--- src/rtl/core/bhps_pkg.sv ---
// Shared types, constants and command codes for the binary heap priority store.
package bhps_pkg;
	localparam int CAPACITY_DEF = 64;
	localparam int VALUE_WIDTH_DEF = 32;
	localparam int CMD_W = 3;
	localparam int DATA_W = 32;
	localparam int IDX_W = 6;
	localparam int CNT_W = 7;
	localparam int STAT_W = 2;

	localparam logic [CMD_W-1:0] CMD_CLEAR = 3'd0;
	localparam logic [CMD_W-1:0] CMD_LOAD = 3'd1;
	localparam logic [CMD_W-1:0] CMD_BUILD = 3'd2;
	localparam logic [CMD_W-1:0] CMD_INSERT = 3'd3;
	localparam logic [CMD_W-1:0] CMD_SORT = 3'd4;
	localparam logic [CMD_W-1:0] CMD_READ = 3'd5;

	localparam logic [STAT_W-1:0] ST_OK = 2'd0;
	localparam logic [STAT_W-1:0] ST_FULL = 2'd1;
	localparam logic [STAT_W-1:0] ST_RANGE = 2'd2;

	typedef struct packed {
		logic [CMD_W-1:0] command;
		logic [DATA_W-1:0] value;
		logic [IDX_W-1:0] index;
	} in_item_t;

	typedef struct packed {
		logic [DATA_W-1:0] read_data;
		logic [CNT_W-1:0] element_count;
		logic [STAT_W-1:0] status;
	} out_item_t;
endpackage

--- src/rtl/core/binary_heap_priority_store_top.sv ---
// Top level: heap command sequencer around the element store.
// Clear, load and unused codes go straight to the result; read passes through S_RD;
// insert moves up one level per S_UPA/S_UPB pass and finishes in S_UPC;
// build and sort sift down through S_DNA to S_DNE, and sort swaps via S_SWA to S_SWC.
// One item at a time; the result waits in an output register and a new item
// is taken once it leaves. Reset (arst_n low) clears count, order_q and control.
module binary_heap_priority_store_top import bhps_pkg::*; #(
	parameter int CAPACITY = CAPACITY_DEF,
	parameter int VALUE_WIDTH = VALUE_WIDTH_DEF
) (
	input  logic      clk,
	input  logic      arst_n,
	input  logic      in_valid,
	output logic      in_ready,
	input  in_item_t  in_data,
	output logic      out_valid,
	input  logic      out_ready,
	output out_item_t out_data,
	input  logic      cfg_valid,
	output logic      cfg_ready,
	input  logic      cfg_data
);
	localparam int AW = $clog2(CAPACITY);
	localparam int NW = $clog2(CAPACITY + 1) + 1;

	localparam logic [3:0] S_IDLE = 4'd0;
	localparam logic [3:0] S_RD = 4'd1;
	localparam logic [3:0] S_UPA = 4'd2;
	localparam logic [3:0] S_UPB = 4'd3;
	localparam logic [3:0] S_UPC = 4'd4;
	localparam logic [3:0] S_DNA = 4'd5;
	localparam logic [3:0] S_DNB = 4'd6;
	localparam logic [3:0] S_DNC = 4'd7;
	localparam logic [3:0] S_DND = 4'd8;
	localparam logic [3:0] S_DNE = 4'd9;
	localparam logic [3:0] S_NEXT = 4'd10;
	localparam logic [3:0] S_SWA = 4'd11;
	localparam logic [3:0] S_SWB = 4'd12;
	localparam logic [3:0] S_SWC = 4'd13;
	localparam logic [3:0] S_DONE = 4'd14;

	logic [3:0] state_q;
	logic order_q;
	logic [NW-1:0] count_q, n_q, pos_q, bi_q, lim_q;
	logic sorting_q;
	logic sink_q;
	logic [VALUE_WIDTH-1:0] cur_q, rv_q;
	logic [STAT_W-1:0] stat_q;
	logic [DATA_W-1:0] rdat_q;
	logic [IDX_W-1:0] idx_q;

	logic we;
	logic [AW-1:0] waddr, raddr;
	logic [VALUE_WIDTH-1:0] wdata, rdata;

	bhps_mem #(.DEPTH(CAPACITY), .WIDTH(VALUE_WIDTH), .AW(AW)) u_mem (
		.clk(clk), .we(we), .waddr(waddr), .wdata(wdata), .raddr(raddr), .rdata(rdata)
	);

	function automatic logic above(input logic mn, input logic [VALUE_WIDTH-1:0] a,
		input logic [VALUE_WIDTH-1:0] b);
		above = mn ? (a < b) : (a > b);
	endfunction

	logic [NW-1:0] rc, lc, par;
	assign rc = (pos_q << 1) + NW'(2);
	assign lc = (pos_q << 1) + NW'(1);
	assign par = (pos_q - NW'(1)) >> 1;

	assign in_ready = (state_q == S_IDLE) && !out_valid;
	assign cfg_ready = 1'b1;

	always_comb begin
		we = 1'b0;
		waddr = '0;
		wdata = cur_q;
		raddr = '0;
		case (state_q)
			S_IDLE: raddr = AW'(in_data.index);
			S_UPA: begin
				raddr = AW'(par);
				if (pos_q == '0) begin
					we = 1'b1; waddr = '0; wdata = cur_q;
				end
			end
			S_UPB: begin
				if (above(order_q, cur_q, rdata)) begin
					we = 1'b1; waddr = AW'(pos_q); wdata = rdata;
				end else begin
					we = 1'b1; waddr = AW'(pos_q); wdata = cur_q;
				end
			end
			S_DNA: raddr = AW'(pos_q);
			S_DNB: raddr = AW'(rc);
			S_DNC: raddr = AW'(lc);
			S_DNE: begin
				we = 1'b1; waddr = AW'(pos_q); wdata = rv_q;
			end
			S_SWA: raddr = '0;
			S_SWB: raddr = AW'(lim_q);
			S_SWC: begin
				we = 1'b1; waddr = AW'(lim_q); wdata = cur_q;
			end
			default: ;
		endcase
		if (state_q == S_IDLE && in_valid && in_ready &&
			(in_data.command == CMD_LOAD || in_data.command == CMD_INSERT) &&
			count_q < NW'(CAPACITY)) begin
			we = 1'b1; waddr = AW'(count_q); wdata = VALUE_WIDTH'(in_data.value);
		end
	end

	// rv_q: value of the chosen child; cur_q: value being moved
	always_ff @(posedge clk or negedge arst_n) begin
		if (!arst_n) begin
			state_q <= S_IDLE;
			order_q <= 1'b0;
			count_q <= '0;
			out_valid <= 1'b0;
			out_data <= '0;
			sorting_q <= 1'b0;
			sink_q <= 1'b0;
			cur_q <= '0; rv_q <= '0;
			stat_q <= ST_OK; rdat_q <= '0; idx_q <= '0;
			n_q <= '0; pos_q <= '0; bi_q <= '0; lim_q <= '0;
		end else begin
			if (cfg_valid && cfg_ready) order_q <= cfg_data;
			if (out_valid && out_ready) out_valid <= 1'b0;
			case (state_q)
				S_IDLE: begin
					if (in_valid && in_ready) begin
						idx_q <= in_data.index;
						cur_q <= VALUE_WIDTH'(in_data.value);
						stat_q <= ST_OK;
						rdat_q <= '0;
						state_q <= S_DONE;
						case (in_data.command)
							CMD_CLEAR: count_q <= '0;
							CMD_LOAD: begin
								if (count_q < NW'(CAPACITY)) count_q <= count_q + NW'(1);
								else stat_q <= ST_FULL;
							end
							CMD_INSERT: begin
								if (count_q < NW'(CAPACITY)) begin
									pos_q <= count_q;
									state_q <= S_UPA;
								end else stat_q <= ST_FULL;
							end
							CMD_BUILD, CMD_SORT: begin
								if (count_q > NW'(1)) begin
									n_q <= count_q;
									bi_q <= count_q >> 1;
									sorting_q <= (in_data.command == CMD_SORT);
									lim_q <= count_q - NW'(1);
									state_q <= S_NEXT;
								end
							end
							CMD_READ: state_q <= S_RD;
							default: ;
						endcase
					end
				end
				S_RD: begin
					if (NW'(idx_q) < count_q) rdat_q <= DATA_W'(rdata);
					else stat_q <= ST_RANGE;
					state_q <= S_DONE;
				end
				S_UPA: begin
					if (pos_q == '0) state_q <= S_UPC;
					else state_q <= S_UPB;
				end
				S_UPB: begin
					if (above(order_q, cur_q, rdata)) begin
						pos_q <= par;
						state_q <= S_UPA;
					end else state_q <= S_UPC;
				end
				S_UPC: begin
					count_q <= count_q + NW'(1);
					state_q <= S_DONE;
				end
				S_NEXT: begin
					if (bi_q != '0) begin
						pos_q <= bi_q - NW'(1);
						bi_q <= bi_q - NW'(1);
						state_q <= S_DNA;
					end else if (sorting_q && n_q > NW'(1)) begin
						state_q <= S_SWA;
					end else state_q <= S_DONE;
				end
				S_DNA: state_q <= S_DNB;
				S_DNB: begin
					if (!sink_q) begin
						cur_q <= rdata;
						rv_q <= rdata;
					end
					sink_q <= 1'b0;
					state_q <= S_DNC;
				end
				S_DNC: begin
					// rdata holds right child
					if (rc < n_q && above(order_q, rdata, rv_q)) begin
						rv_q <= rdata; lim_q <= rc;
					end else lim_q <= pos_q;
					state_q <= S_DND;
				end
				S_DND: begin
					if (lc < n_q && above(order_q, rdata, rv_q)) begin
						rv_q <= rdata; lim_q <= lc;
					end
					state_q <= S_DNE;
				end
				S_DNE: begin
					if (lim_q == pos_q) begin
						state_q <= S_NEXT;
						lim_q <= n_q - NW'(1);
					end else begin
						pos_q <= lim_q;
						rv_q <= cur_q;
						sink_q <= 1'b1;
						state_q <= S_DNA;
					end
				end
				S_SWA: state_q <= S_SWB;
				S_SWB: begin
					cur_q <= rdata;
					state_q <= S_SWC;
				end
				S_SWC: begin
					// sift the last element down from the root
					cur_q <= rdata;
					rv_q <= rdata;
					sink_q <= 1'b1;
					n_q <= n_q - NW'(1);
					pos_q <= '0;
					state_q <= S_DNA;
					lim_q <= n_q - NW'(2);
				end
				S_DONE: begin
					if (!out_valid) begin
						out_data.read_data <= rdat_q;
						out_data.element_count <= CNT_W'(count_q);
						out_data.status <= stat_q;
						out_valid <= 1'b1;
						sorting_q <= 1'b0;
						state_q <= S_IDLE;
					end
				end
				default: state_q <= S_IDLE;
			endcase
		end
	end

	assert property (@(posedge clk) disable iff (!arst_n)
		count_q <= NW'(CAPACITY)) else $error("count over capacity");
	assert property (@(posedge clk) disable iff (!arst_n)
		(in_valid && in_ready) |-> !out_valid) else $error("accept with result pending");
	assert property (@(posedge clk) disable iff (!arst_n)
		(state_q != S_IDLE) |-> !in_ready) else $error("ready while busy");
endmodule

--- src/rtl/core/bhps_mem.sv ---
// Element store: single-port-write, single-read synchronous memory.
module bhps_mem import bhps_pkg::*; #(
	parameter int DEPTH = CAPACITY_DEF,
	parameter int WIDTH = VALUE_WIDTH_DEF,
	parameter int AW = $clog2(DEPTH)
) (
	input  logic             clk,
	input  logic             we,
	input  logic [AW-1:0]    waddr,
	input  logic [WIDTH-1:0] wdata,
	input  logic [AW-1:0]    raddr,
	output logic [WIDTH-1:0] rdata
);
	logic [WIDTH-1:0] mem [DEPTH];

	always_ff @(posedge clk) begin
		if (we) begin
			mem[waddr] <= wdata;
		end
		rdata <= mem[raddr];
	end
endmodule
--- config.mk ---
export PLATFORM = sky130hd
export DESIGN_NAME = binary_heap_priority_store_top
export DESIGN_NICKNAME = d
export VERILOG_FILES = /design/src/rtl/core/bhps_pkg.sv /design/src/rtl/core/binary_heap_priority_store_top.sv /design/src/rtl/core/bhps_mem.sv
export SDC_FILE = /design/constraint.sdc
export NUM_CORES = 2
export LEC_CHECK = 0
export BUFFER_PORTS_ARGS = -buffer_cell sky130_fd_sc_hd__buf_2
export CAP_MARGIN = 20
export CORE_AREA = 2 2 434 436
export CTS_BUF_LIST = sky130_fd_sc_hd__clkbuf_8
export CTS_CLUSTER_SIZE = 14
export DETAILED_ROUTE_END_ITERATION = 16
export DIE_AREA = 0 0 436 438
export GPL_TIMING_DRIVEN = 0
export PLACE_DENSITY = 0.65
export SETUP_SLACK_MARGIN = 0.3
export SLEW_MARGIN = 20
export SYNTH_ARGS = -nofsm -noshare
export SYNTH_HDL_FRONTEND = slang
export SYNTH_HIERARCHICAL = 1
export SYNTH_SLANG_ARGS = --single-unit
--- constraint.sdc ---
create_clock -name clk -period 7 [get_ports clk]
set_clock_uncertainty 0.1 [all_clocks]
set_input_delay 1.4 -clock clk [delete_from_list [all_inputs] [get_ports clk]]
set_output_delay 1.4 -clock clk [all_outputs]
set_load 0.005 [all_outputs]
==> flow_metrics.py <==
metrics = {
    "power": {
        "pwr-share-clk_pct": 18.3,
        "power_mw": 58.5,
        "power_frac_seq_pct": 32.7,
        "power.ir.vdd_worst_mv": 0.748,
        "p_sw_mw": 24.3,
        "switching_share_pct": 41.6,
        "powerDensity_nw_per_um2": 543,
        "intPower_mw": 34.2,
        "pwr-share-comb_pct": 49.0,
        "p_leak_nw": 36.0,
    },
    "placement": {
        "dpl.hpwl_um": 198000,
        "gp_congestion": 0.916,
        "dp_slack_ps": 79.1,
        "io_buffers": 88,
        "place_area_um2": 101000,
    },
    "cells_and_area": {
        "area_growth_pct": 16.2,
        "fin_area_um2": 108000,
        "final_layout_size_suffix_gt1_share_pct": 28.7,
        "num-nets-final": 5769,
    },
    "routing": {
        "drc": 0,
        "first_pass_iters": 6,
        "vias": 53300,
        "vias_per_cell": 6.34,
        "postRouteAntennaNets": 0,
        "drt_iter0_drc": 7652,
        "wl_per_cell_um": 34.0,
        "wirelength_um": 285000,
    },
    "clock_network": {
        "cts_hold_buffers": 0,
        "cts_buffers": 376,
        "clkTransAtPathRegs_ps": 60,
        "cts_buffer_depth": 4,
        "ctsRootBufferMaster": "clkbuf_8",
        "cts_num_sinks": 2273,
        "postCtsSetupBuffers": 0,
        "tritoncts": "done",
        "clk-insertion-delay-late_ps": 1060,
        "htreeDepth": 5,
    },
    "sta": {
        "rsz0062_at_grt": "false",
        "setup_slack_ps": 281,
        "min_period_ps": 6720,
        "max-slew-margin-rel_pct": 15.5,
        "fin_crit_sh_pct": 96.0,
        "tightest_slew_ps": 1270,
        "whs_ps": 111,
        "max_freq_mhz": 149,
        "setup_violations": 0,
        "drv_slew": 0,
        "hold_viol_final": 0,
    },
    "critical_path": {
        "reg2reg_depth": 13,
        "path_class": "reg -> reg",
        "worstSetupStartpointType": "register",
        "cp-end-kind": "register",
        "cp.arrival_ps": 7480,
        "crit_fanout": 11,
        "cp_data_required_time_ps": 7760,
    },
    "floorplanning": {
        "die-area_um2": 191000,
        "initial_core_util_pct": 49.6,
        "die_x_um": 436,
        "fp.dieH_um": 438,
        "rows": 159,
        "core_area_um2": 187000,
        "io_pins": 91,
    },
    "outcome": {
        "status": "completed",
    },
    "grt": {
        "grtUsageTotal_pct": 29.9,
        "grt_pass1_vias": 52800,
        "antenna_found_initial": 12,
        "grt_pass1_wl_um": 398000,
        "grt_max_degree": 94,
        "grt_overflow": 0,
    },
    "synthesis": {
        "synth_cells": 4961,
        "seq_area_frac_synth_pct": 72.3,
        "synth_nets": 5102,
        "synth_warnings": 6,
        "yosysUniqueCellTypes": 92,
        "avgSynthCellArea_um2": 18.7,
        "synthFlopType": "edfxtp_1",
        "synth_edf_count": 2048,
        "async_flop_share_pct": 8.49,
        "synth-seq-cells": 2273,
        "netlist_area_um2": 92600,
    },
    "run": {
        "cap_viol_max_count": 0,
    },
    "worst_hold_path": {
        "min_path_type": "in -> async",
    },
}
-- worst max-delay path, stage by stage, from the launching register on --
cell and delay (ps):
dfrtp_1 320, buf_2 210, clkbuf_1 390, clkbuf_1 550
buf_1 520, o211ai_1 170, nand2_1 110, clkdlybuf4s15_1 790
buf_2 650, buf_2 520, clkbuf_2 530, mux4_2 440
o22ai_1 930, nor2_1 250
-- final timing paths --
path / from / endpoint / slack [ps]
worst max-delay path: state_q[1] / u_mem/rdata[10] / 280
worst min-delay path: arst_n / bi_q[7] / 110
worst max register to register: state_q[1] / u_mem/rdata[10] / 280
worst min register to register: idx_q[4] / idx_q[4] / 390
max in group asynchronous: arst_n / rv_q[4] / 5520
min in group clk: idx_q[4] / idx_q[4] / 390
-- logic make-up after synthesis --
kind of cell | after synthesis | share of synthesized area, %
AOI/OAI and AO/OA | 639 | 4.37
xor gates and xnor gates | 41 | 0.388
adders and majority gates | 94 | 1.27
buffers and inverters | 399 | 2.00
DFF | 2273 | 72.3
muxes | 783 | 16.1
other | 1 | 0.00405
and+or+nand+nor | 731 | 3.55
-- final cells by class --
type                    count  area, µm²
diodes                      6       15.0
plain buffers             293       1490
clock buffers             393       5410
clock inverters           258       1320
fillers                 14000      78900
inverters                 106        398
multi-input cells        2289      24600
flip-flops and latches   2273      67000
well taps                2495       3120
repair buffers            289       4330
-- state kept, by name, summed over array words and instances, names as in the netlist --
| signal | cells |
|---|---|
| u_mem/mem | 2048 |
| out_data | 41 |
| cur_q | 32 |
| rdat_q | 32 |
| rv_q | 32 |
| u_mem/rdata | 32 |
| bi_q | 8 |
| count_q | 8 |
| lim_q | 8 |
| n_q | 8 |
| pos_q | 8 |
| idx_q | 6 |
| state_q | 4 |
| stat_q | 2 |
| order_q | 1 |
| out_valid | 1 |
| sink_q | 1 |
| sorting_q | 1 |
-- metal layers --
| layer | global-route usage, % | part of all wire [%] | routed length, µm |
|---|---|---|---|
| met5 | 0 | 0.0095 | 27 |
| met4 | 16.4 | 6.3 | 17900 |
| met3 | 6.02 | 10 | 29800 |
| met2 | 46.1 | 46 | 132000 |
| met1 | 40.4 | 37 | 106000 |
-- per-stage QoR --
stage	util (%)	std cells	setup TNS, ps
2_1_floorplan	-	4961	0
3_3_place_gp	51.5	7544	-5445370
3_5_place_dp	54.1	7745	0
4_1_cts	57.7	8396	0
5_1_grt	57.7	8397	0
6_report	57.7	8402	0
-- power by group through the flow --
stage	Combinational (mW)	Sequential, mW	Clock (mW)
2_1_floorplan	15.0	19.5	0
3_3_place_gp	25.6	20.2	0
3_5_place_dp	28.1	19.4	0
4_1_cts	28.1	19.1	10.9
5_1_grt	29.5	19.2	11.5
6_report	28.7	19.1	10.7
-- placed cells by master, fill, tap and decap left out, types with 15 or more instances in the layout --
cell type	n
nor3_1	36
xnor2_1	21
a21oi_4	33
nor2b_1	18
ha_1	94
clkinv_1	88
clkbuf_8	395
buf_1	22
clkbuf_1	138
edfxtp_1	2048
nor2_4	55
buf_2	159
inv_1	217
buf_4	67
a21oi_1	224
nand2b_1	21
nor4_1	15
o22ai_1	112
a31oi_1	17
mux2_2	132
nor2_1	282
dfxtp_1	32
a221oi_1	38
buf_12	95
a21o_1	20
o221ai_1	32
buf_6	21
o21ai_0	68
nand3_1	25
mux4_2	550
buf_16	58
dfrtp_1	193
clkinv_2	38
nand2_1	187
mux2i_1	83
nand4_1	19
xor2_1	20
-- synth_stat cells (13+ instances only) --
master | n | area (µm²)
mux2_1 | 13 | 146
a21o_1 | 20 | 150
mux2_2 | 132 | 1490
ha_1 | 94 | 1180
o21ai_0 | 68 | 340
buf_1 | 30 | 113
o221ai_1 | 32 | 280
clkbuf_1 | 150 | 563
nand3_1 | 25 | 125
edfxtp_1 | 2048 | 61500
dfrtp_1 | 193 | 4830
xnor2_1 | 21 | 184
nand2_1 | 187 | 702
a21oi_1 | 256 | 1280
dfxtp_1 | 32 | 641
nor2_1 | 337 | 1260
o22ai_1 | 112 | 701
inv_1 | 104 | 390
buf_4 | 24 | 180
nor3_1 | 46 | 230
a221oi_1 | 38 | 333
xor2_1 | 20 | 175
nand2b_1 | 21 | 131
mux2i_1 | 83 | 831
mux4_2 | 550 | 12400
a31oi_1 | 17 | 106
nand4_1 | 19 | 119
nor4_1 | 15 | 93.8
nor2b_1 | 18 | 113
buf_6 | 16 | 180
buf_2 | 66 | 330
-- timing repair --
| item | CTS | global route |
|---|---|---|
| pin swaps | 0 | 0 |
| resized for setup | 2 | 4 |
| endpoints found under the setup margin | 6 | 10 |
(Power assumes the default switching activity.)
